$ cat config.mk
export PLATFORM = sky130hd
export DESIGN_NAME = lexicographic_next_permutation_top
export DESIGN_NICKNAME = d
export VERILOG_FILES = /design/src/rtl/lnp_pkg.sv /design/src/rtl/lexicographic_next_permutation_top.sv /design/src/rtl/lnp_mem.sv /design/src/rtl/lnp_seq.sv
export SDC_FILE = /design/constraint.sdc
export NUM_CORES = 1
export LEC_CHECK = 0
export BUFFER_PORTS_ARGS = -buffer_cell sky130_fd_sc_hd__buf_2
export CAP_MARGIN = 5
export CORE_MARGIN = 2
export CORE_UTILIZATION = 25
export CTS_BUF_LIST = sky130_fd_sc_hd__clkbuf_16
export DETAILED_ROUTE_END_ITERATION = 12
export GPL_TIMING_DRIVEN = 0
export PLACE_DENSITY = 0.4
export SLEW_MARGIN = 10
export SYNTH_ARGS = -nofsm -noshare
export SYNTH_HDL_FRONTEND = slang
export SYNTH_HIERARCHICAL = 1
export SYNTH_SLANG_ARGS = --single-unit
$ cat constraint.sdc
create_clock -name clk_i -period 4.05 [get_ports clk_i]
set_input_delay 0.6075 -clock clk_i [delete_from_list [all_inputs] [get_ports clk_i]]
set_output_delay 0.6075 -clock clk_i [all_outputs]
set_load 0.02 [all_outputs]
$ cat src/rtl/lnp_pkg.sv
// Package for the lexicographic next-permutation block.
// Holds the sizes, the item types, the memory request type and the sequencer states.
// No dependencies.
`default_nettype none

package lnp_pkg;

  localparam int MaxElems = 16;
  localparam int ElemBits = 8;
  localparam int IdxBits  = $clog2(MaxElems);
  localparam int LenBits  = $clog2(MaxElems + 1);
  localparam int CfgBits  = 5;
  localparam int CntBits  = 32;

  localparam logic [CfgBits-1:0] LengthReset = CfgBits'(16);
  localparam logic [CntBits-1:0] CountMax    = {CntBits{1'b1}};

  localparam logic OpLoad    = 1'b0;
  localparam logic OpAdvance = 1'b1;

  typedef struct packed {
    logic          operation;
    logic [3:0]    position;
    logic [7:0]    value;
  } in_t;

  typedef struct packed {
    logic [3:0]          position_res;
    logic [7:0]          value_res;
    logic                last;
    logic                exhausted;
    logic [CntBits-1:0]  perm_count;
  } out_t;

  typedef struct packed {
    logic                 we;
    logic [IdxBits-1:0]   waddr;
    logic [ElemBits-1:0]  wdata;
    logic                 re;
    logic [IdxBits-1:0]   raddr;
  } mem_req_t;

  typedef struct packed {
    logic  push;
    out_t  data;
  } emit_t;

  typedef enum logic [3:0] {
    ST_IDLE,
    ST_PIV_LOAD,
    ST_PIV_CHK,
    ST_SUC_CHK,
    ST_SWAP_W2,
    ST_REV_CHK,
    ST_REV_RD,
    ST_REV_W1,
    ST_REV_W2,
    ST_EMIT,
    ST_EXH
  } state_e;

endpackage

`default_nettype wire

$ cat src/rtl/lexicographic_next_permutation_top.sv
// Top level of the lexicographic next-permutation block.
// A load is written to the element store from the idle state; an advance over len entries
// runs its scans, swap and reversal through the element store before its first result.
// Throughput: one item at a time; results leave at one per cycle in emission unless stalled.
// Reset: length returns to 16 and the count to 1; stored elements stay undefined.
// Depends on lnp_pkg, lnp_mem and lnp_seq.
`default_nettype none

module lexicographic_next_permutation_top
  import lnp_pkg::*;
(
  input  wire logic                clk_i,
  input  wire logic                rst_ni,
  input  wire logic                in_valid_i,
  output logic                     in_stall_o,
  input  wire in_t                 in_data_i,
  input  wire logic                cfg_we_i,
  input  wire logic [CfgBits-1:0]  cfg_wdata_i,
  output logic                     out_valid_o,
  input  wire logic                out_stall_i,
  output out_t                     out_data_o
);

  mem_req_t             mreq;
  emit_t                emit;
  logic [ElemBits-1:0]  rdata;
  logic                 out_ready;
  logic                 out_valid_q;
  out_t                 out_data_q;

  lnp_mem u_mem (
    .clk_i   (clk_i),
    .req_i   (mreq),
    .rdata_o (rdata)
  );

  lnp_seq u_seq (
    .clk_i       (clk_i),
    .rst_ni      (rst_ni),
    .in_valid_i  (in_valid_i),
    .in_stall_o  (in_stall_o),
    .in_data_i   (in_data_i),
    .cfg_we_i    (cfg_we_i),
    .cfg_wdata_i (cfg_wdata_i),
    .out_ready_i (out_ready),
    .emit_o      (emit),
    .mreq_o      (mreq),
    .rdata_i     (rdata)
  );

  assign out_ready = !out_valid_q || !out_stall_i;

  always_ff @(posedge clk_i or negedge rst_ni) begin
    if (!rst_ni) begin
      out_valid_q <= 1'b0;
    end else if (emit.push) begin
      out_valid_q <= 1'b1;
    end else if (!out_stall_i) begin
      out_valid_q <= 1'b0;
    end
  end

  always_ff @(posedge clk_i) begin
    if (emit.push) begin
      out_data_q <= emit.data;
    end
  end

  assign out_valid_o = out_valid_q;
  assign out_data_o  = out_data_q;

endmodule

`default_nettype wire

$ cat src/rtl/lnp_mem.sv
// Element store: one write port, one read port with registered read data.
// Depends on lnp_pkg for sizes and the request type.
`default_nettype none

module lnp_mem
  import lnp_pkg::*;
(
  input  wire logic                 clk_i,
  input  wire mem_req_t             req_i,
  output logic [ElemBits-1:0]       rdata_o
);

  logic [ElemBits-1:0] mem_q [MaxElems];
  logic [ElemBits-1:0] rdata_q;

  always_ff @(posedge clk_i) begin
    if (req_i.we) begin
      mem_q[req_i.waddr] <= req_i.wdata;
    end
    if (req_i.re) begin
      rdata_q <= mem_q[req_i.raddr];
    end
  end

  assign rdata_o = rdata_q;

endmodule

`default_nettype wire

$ cat src/rtl/lnp_seq.sv
// Sequencer: pivot scan, successor scan, swap, tail reversal and emission
// over the element store. Depends on lnp_pkg.
`default_nettype none

module lnp_seq
  import lnp_pkg::*;
(
  input  wire logic                 clk_i,
  input  wire logic                 rst_ni,
  input  wire logic                 in_valid_i,
  output logic                      in_stall_o,
  input  wire in_t                  in_data_i,
  input  wire logic                 cfg_we_i,
  input  wire logic [CfgBits-1:0]   cfg_wdata_i,
  input  wire logic                 out_ready_i,
  output emit_t                     emit_o,
  output mem_req_t                  mreq_o,
  input  wire logic [ElemBits-1:0]  rdata_i
);

  state_e               state_q, state_d;
  logic [CfgBits-1:0]   length_q;
  logic [LenBits-1:0]   len_q, len_d, len_w;
  logic [IdxBits-1:0]   i_q, i_d, j_q, j_d, k_q, k_d, r_q, r_d, s_q, s_d;
  logic [IdxBits-1:0]   lenm1;
  logic [ElemBits-1:0]  pv_q, pv_d, prev_q, prev_d, tmp_q, tmp_d;
  logic [CntBits-1:0]   count_q, count_d;

  always_ff @(posedge clk_i or negedge rst_ni) begin
    if (!rst_ni) begin
      state_q  <= ST_IDLE;
      length_q <= LengthReset;
      count_q  <= CntBits'(1);
    end else begin
      state_q <= state_d;
      count_q <= count_d;
      if (cfg_we_i) begin
        length_q <= cfg_wdata_i;
      end
    end
  end

  always_ff @(posedge clk_i) begin
    len_q  <= len_d;
    i_q    <= i_d;
    j_q    <= j_d;
    k_q    <= k_d;
    r_q    <= r_d;
    s_q    <= s_d;
    pv_q   <= pv_d;
    prev_q <= prev_d;
    tmp_q  <= tmp_d;
  end

  always_comb begin
    if (int'(length_q) > MaxElems) begin
      len_w = LenBits'(MaxElems);
    end else begin
      len_w = LenBits'(length_q);
    end
  end

  assign lenm1 = IdxBits'(len_q - LenBits'(1));

  always_comb begin
    state_d = state_q;
    len_d   = len_q;
    i_d     = i_q;
    j_d     = j_q;
    k_d     = k_q;
    r_d     = r_q;
    s_d     = s_q;
    pv_d    = pv_q;
    prev_d  = prev_q;
    tmp_d   = tmp_q;
    count_d = count_q;
    mreq_o  = '0;
    emit_o  = '0;
    in_stall_o = (state_q != ST_IDLE);

    case (state_q)
      ST_IDLE: begin
        if (in_valid_i) begin
          if (in_data_i.operation == OpLoad) begin
            if (int'(in_data_i.position) < MaxElems) begin
              mreq_o.we    = 1'b1;
              mreq_o.waddr = IdxBits'(in_data_i.position);
              mreq_o.wdata = ElemBits'(in_data_i.value);
            end
            count_d = CntBits'(1);
          end else begin
            len_d = len_w;
            if (len_w < LenBits'(2)) begin
              state_d = ST_EXH;
            end else begin
              mreq_o.re    = 1'b1;
              mreq_o.raddr = IdxBits'(len_w - LenBits'(1));
              i_d          = IdxBits'(len_w - LenBits'(2));
              state_d      = ST_PIV_LOAD;
            end
          end
        end
      end
      ST_PIV_LOAD: begin
        prev_d       = rdata_i;
        mreq_o.re    = 1'b1;
        mreq_o.raddr = i_q;
        state_d      = ST_PIV_CHK;
      end
      ST_PIV_CHK: begin
        if (rdata_i < prev_q) begin
          j_d          = i_q;
          pv_d         = rdata_i;
          k_d          = lenm1;
          mreq_o.re    = 1'b1;
          mreq_o.raddr = lenm1;
          state_d      = ST_SUC_CHK;
        end else begin
          prev_d = rdata_i;
          if (i_q == '0) begin
            state_d = ST_EXH;
          end else begin
            i_d          = i_q - IdxBits'(1);
            mreq_o.re    = 1'b1;
            mreq_o.raddr = i_q - IdxBits'(1);
          end
        end
      end
      ST_SUC_CHK: begin
        if (rdata_i > pv_q) begin
          mreq_o.we    = 1'b1;
          mreq_o.waddr = j_q;
          mreq_o.wdata = rdata_i;
          state_d      = ST_SWAP_W2;
        end else begin
          k_d          = k_q - IdxBits'(1);
          mreq_o.re    = 1'b1;
          mreq_o.raddr = k_q - IdxBits'(1);
        end
      end
      ST_SWAP_W2: begin
        mreq_o.we    = 1'b1;
        mreq_o.waddr = k_q;
        mreq_o.wdata = pv_q;
        r_d          = lenm1;
        s_d          = j_q + IdxBits'(1);
        if (count_q != CountMax) begin
          count_d = count_q + CntBits'(1);
        end
        state_d = ST_REV_CHK;
      end
      ST_REV_CHK: begin
        mreq_o.re = 1'b1;
        if (r_q > s_q) begin
          mreq_o.raddr = r_q;
          state_d      = ST_REV_RD;
        end else begin
          mreq_o.raddr = '0;
          i_d          = '0;
          state_d      = ST_EMIT;
        end
      end
      ST_REV_RD: begin
        tmp_d        = rdata_i;
        mreq_o.re    = 1'b1;
        mreq_o.raddr = s_q;
        state_d      = ST_REV_W1;
      end
      ST_REV_W1: begin
        mreq_o.we    = 1'b1;
        mreq_o.waddr = r_q;
        mreq_o.wdata = rdata_i;
        state_d      = ST_REV_W2;
      end
      ST_REV_W2: begin
        mreq_o.we    = 1'b1;
        mreq_o.waddr = s_q;
        mreq_o.wdata = tmp_q;
        r_d          = r_q - IdxBits'(1);
        s_d          = s_q + IdxBits'(1);
        state_d      = ST_REV_CHK;
      end
      ST_EMIT: begin
        if (out_ready_i) begin
          emit_o.push              = 1'b1;
          emit_o.data.position_res = 4'(i_q);
          emit_o.data.value_res    = 8'(rdata_i);
          emit_o.data.last         = (i_q == lenm1);
          emit_o.data.exhausted    = 1'b0;
          emit_o.data.perm_count   = count_q;
          if (i_q == lenm1) begin
            state_d = ST_IDLE;
          end else begin
            i_d          = i_q + IdxBits'(1);
            mreq_o.re    = 1'b1;
            mreq_o.raddr = i_q + IdxBits'(1);
          end
        end
      end
      ST_EXH: begin
        if (out_ready_i) begin
          emit_o.push              = 1'b1;
          emit_o.data.position_res = '0;
          emit_o.data.value_res    = '0;
          emit_o.data.last         = 1'b1;
          emit_o.data.exhausted    = 1'b1;
          emit_o.data.perm_count   = count_q;
          state_d                  = ST_IDLE;
        end
      end
      default: begin
        state_d = ST_IDLE;
      end
    endcase
  end

endmodule

`default_nettype wire

Yosys cells after proc, flatten, opt, wreduce, memory -nomap -nowiden:

Memories as Yosys holds them, arrays and structs flattened. A register that Yosys moved wholly into a read port is not among the register bits.
Cells that the tools add are included.

* word-level logic and storage cells: 134
* memories kept: 1
* RAM bits: 128
* bits in registers: 136

Memory list
* u_mem.mem_q: depth 16, bits a word 8, read ports 1, clocked after Yosys merged registers in 1, write ports 1, line lnp_mem.sv:13 `logic [ElemBits-1:0] mem_q [MaxElems];`

* multiplexer cells: 52
* $lt $le $gt $ge: 5
* eq/ne operators: 29
* add/subtract/negate cells: 10
* reduce and logical (&&, ||, !) cells: 19

Operators with widths (number)
* $mux W32: 3
* $mux W47: 2
* $pmux W47 S2: 1
* $mux W4: 21
* $pmux W13 S5: 1
* $pmux W32 S2: 1
* $mux W5: 8
* $pmux W4 S10: 1
* $pmux W5 S7: 1
* $add A32 B1 Y32 const B: 1
* $ne A32 B32 Y1 const B: 1
* $mux W13: 2
* $pmux W4 S2: 3
* $ne A2 B2 Y1 const B: 11
* $sub A4 B1 Y4 const B: 5
* $mux W18: 1
* $eq A4 B3 Y1 const B: 4
* $pmux W4 S4: 1
* $pmux W8 S2: 1
* $add A4 B1 Y4 const B: 3
* $eq A4 B4 Y1 const B: 3
* $ne A2 B1 Y1 const B: 5
* $reduce_and A9 Y1: 1
* $eq A4 B2 Y1 const B: 2
* 21 further kinds: 32

Logic depth before layout (Yosys ltp):

* depth in word-level cells: 9
* gate-level depth with buffers: 13
* depth with buffers taken out: 11

Cells and area by module:

The synthesis kept the hierarchy.

Modules (own cells, without submodules)
* lnp_seq: area an instance 5886.9 um2, cells each 637, sequential area each 2469.9 um2, instances 1
* lnp_mem: area an instance 5227.5 um2, cells each 229, sequential area each 4083.9 um2, instances 1
* lexicographic_next_permutation_top: area an instance 1417.6 um2, cells each 49, sequential area each 1406.3 um2, instances 1

Worst setup path after synthesis:

No wires, ideal clock.

* kind: register to register
* start: reg u_seq.state_q[0]
* end: mem u_mem.mem_q[0][0] (enable)
* path buffers: 1
* stages on the path, launching flop included: 9
* setup slack: 621 ps
* library setup time: 383 ps
* arrival: 3045 ps
* cells stage by stage: dfrtp_1 clkbuf_1 nand2_1 nor3_1 o221a_2 nor2_1 nand4_1 or3b_2 nor3_1

RTL lines
* start, declared: line lnp_seq.sv:21 `state_e state_q, state_d;`
* start signal, assigned: line lnp_seq.sv:35 `state_q <= state_d;`
* end, declared: line lnp_mem.sv:13

==> summary.md <==
| Metric | Value |
|---|---|
| Outcome | complete, no violations |
| Netlist cell types | 70 |
| Setup ws final | between 200 and 250 ps |
| Die height | ~230 µm |
| Global-route wire length before repair | around 51 mm |
| Power per cell area | 755 nW/µm² |
| P&R area growth vs syn | 19.8% |
| DRC | 0 |
| Warning count from the yosys run | 6 |
| Maximum vdd drop | about 370 µV |
| Startpoint type of the worst setup path | register |
| Total core area | 49900 µm² |
| H-Tree Depth | 2 |
| Dpl hpwl | around 24 mm |
| Synth Instances | 915 |
| Worst-path clk slew | roughly 60 ps |
| Static Leak | between 5 and 6 nW |
| Post-layout util | 30.1% |
| # IOs | 71 |
| Vias in the first global route | a little over 8000 |
| Least-Margin Pin Slew | 1050 ps |
| Routed WL | ~34 mm |
| GRT Util Overall | between 10% and 20% |
| Fin cells | around 1700 |
| Largest fanout on the critical path | 10 |
| Hold Vio Cnt, Final | 0 |
| Synth Flop Type | edfxtp_1 |
| FF+latch count, synth | 272 |
| Starting Density | 25.1% |
| Relative slew slack | between 20% and 30% |
| Most common cell after layout, fill and taps aside | edfxtp_1 |
| Setup-failing EPs final | 0 |
| Leading area contributor after synthesis | edfxtp_1 |
| Post-synth top area share | a little under three fifths |
| Critical path class | register to register |
| DR pass1 iterations | 5 |
| Largest stage delay on the critical path | between 400 and 500 ps |
| Initial antenna violation count | 0 |
| Minimum clock period | about 3800 ps |
| DP Cell Count | 1670 |
| Skew-Pair Late Insertion Delay | 540 ps |
| Worst EP required | ~4300 ps |
| Slew Limit Fails | 0 |
| Ys async rst share | between 10% and 20% |
| Port Buffers | 70 |
| Gpl congestion | between 0.7 and 0.8 |
| Hold WC Path Type | input port to asynchronous set/reset pin |
| EDFF count, synth | between 200 and 250 |
| CTS tree | built |
| Max Clock Freq | ~0.26 GHz |
| Maxcap violations | 0 |
| Final Hold Slack | roughly 270 ps |
| Clk buf depth | 3 |
| Die width | 228 µm |
| CP max stage cell | edfxtp_1 |
| Sequential area share after synthesis | a little under two thirds |
| Wirelength per Cell | between 15 and 20 µm |
| CTS sink count | 272 |
| Unrepaired setup endpoints after global routing | yes |
| Layout net count | around 1100 |
| Cell Area, Synth | approximately 13000 µm² |
| Core Rows | 82 |
| Via Count | 7987 |
| Worst slack, placed | -737 ps |
| WP data arrival | approximately 4100 ps |
| Area of the multi-input gates | 4350 µm² |
| Pwr Total | 0.0113 W |
| Vias per cell | 4.60 |
| Storage cell area | 7960 µm² |
| Largest cells by area after synthesis | edfxtp_1 55%, dfrtp_1 8.0%, mux4_2 3.2% |
| DRT iter0 DRCs | between 500 and 600 |
| Antenna-violating nets left | 0 |
| Largest net degree at the start of global routing | 57 |
| GR Overflow Total | 0 |
| Die area | 51900 µm² |
| Syn_area_per_cell | around 14 µm² |
| Commonest non-fill, non-tap cells in the layout | 230 x edfxtp_1, 74 x buf_2, 73 x nand2_1 |
| Crit path cell chain | ha_1, a211oi_1, o21ai_0, a21oi_4, nor2_1, o21ai_0, o2111ai_1, buf_6, buf_6, mux4_1, a22oi_1, nand2_1 |
| Worst setup EP type | register |
| Num CTS Buffers | 34 |
| Antenna cells | 0 |
| Share of layout cells above drive strength 1 | approximately 19% |
| Synthesized Nets | just under 1000 |
| CTS Root Buffer Type | clkbuf_16 |
| Filler instances | about 5100 |
| Fin crit share | between 90 and 100% |
| Worst Skew | around 16 ps |
-- per-layer routing --
layer | up-vias | track usage, % | part of all wire (%) | routed length (µm)
met2 | 167 | 22.0 | 49 | 16500
met1 | 4006 | 17.0 | 45 | 15300
li1 | 3769 | - | - | -
met4 | 0 | 3.96 | 2.2 | 729
met5 | - | 0 | 0 | 0
met3 | 45 | 2.34 | 3.6 | 1200
-- report_power, final --
part	leakage (nW)	switching [W]	internal, W	total [W]
registers	2.69	0.000331	0.00386	0.00419
logic	2.25	0.00267	0.00172	0.00439
clock network	0.528	0.00119	0.00157	0.00276
total	5.47	0.00419	0.00715	0.0113
-- worst paths after layout --
check | cells after the start | slack, ps | start | end
max reg2reg | 12 | 210 | u_mem/rdata_o[2] | u_mem/rdata_o[2]
min in group clk_i | 3 | 290 | cfg_wdata_i[0] | u_seq/length_q[0]
min reg2reg | 1 | 510 | out_valid_o | out_valid_o
max | 12 | 210 | u_mem/rdata_o[2] | u_mem/rdata_o[2]
min | 1 | 270 | rst_ni | u_seq/count_q[26]
max in group asynchronous | 1 | 3130 | rst_ni | u_seq/length_q[2]
-- synthesized netlist by cell type (4+ instances only) --
cell type and instances:
mux4_1 14, o22ai_1 6, o21ai_0 22, edfxtp_1 230, or4_1 11, nand3b_1 5
mux2i_1 14, and3_1 8, and2_1 37, nand4_1 9, nor2_1 68, or3_1 7
o2111ai_1 4, a21oi_1 30, a211oi_1 7, mux2_2 7, a222oi_1 10, nor3_1 16
a221oi_1 4, dfrtp_1 40, a22oi_1 18, inv_1 47, nor2b_1 9, xnor2_1 17
ha_1 29, clkbuf_1 23, xor2_1 11, nand2_1 73, a32oi_1 4, nand2b_1 15
mux4_2 18, nand3_1 25, o211ai_1 14, o31ai_1 9
-- flip-flops by register name (all words and copies together) (netlist names), 5 cells and up --
register,flops
out_data_o,46
u_mem/mem_q,128
u_mem/rdata_o,8
u_seq/count_q,32
u_seq/length_q,5
u_seq/prev_q,8
u_seq/pv_q,8
u_seq/tmp_q,8
-- kinds of logic (layout without fill, tap and decap cells) --
group / after synthesis / in the layout / share of synthesized area [%]
AOI/OAI and AO/OA: 149 / 149 / 8.33
xor gates and xnor gates: 29 / 29 / 2.14
adders and majority gates: 29 / 29 / 2.90
buffers and inverters: 83 / 231 / 2.88
DFF: 272 / 272 / 63.5
muxes: 53 / 53 / 7.92
and+or+nand+nor: 300 / 300 / 12.3
-- layout make-up --
cell class,count,share of cell area (%)
sequential,272,53.0
multi-input combinational,560,29.0
clock buffer,35,5.83
tap,672,5.60
timing repair buffer,87,3.22
buffer,36,1.28
inverter,47,1.18
clock inverter,26,0.867
-- through the flow --
step,TNS [ps],instance area (µm²)
global route,-144,15000
floorplan,0,12500
finish,0,15000
global placement,-153850,13700
detailed placement,-50050,13900
CTS,0,14900
-- critical path, delay by kind of cell (launching register included) --
kind,cells,cell delay (ps)
compound gates,6,1630
fa+ha+maj,1,350
buf+inv,2,340
flops,1,460
mux,1,460
simple gates,2,310
-- repair_timing --
item	in CTS	in global routing
pin swaps	1	1
endpoints found under the hold margin	0	0
gates resized for setup	23	9
hold buffers	0	0
endpoints found under the setup margin	125	115
buffers inserted	1	3
Note: power is estimated with default switching activity, not from simulation.
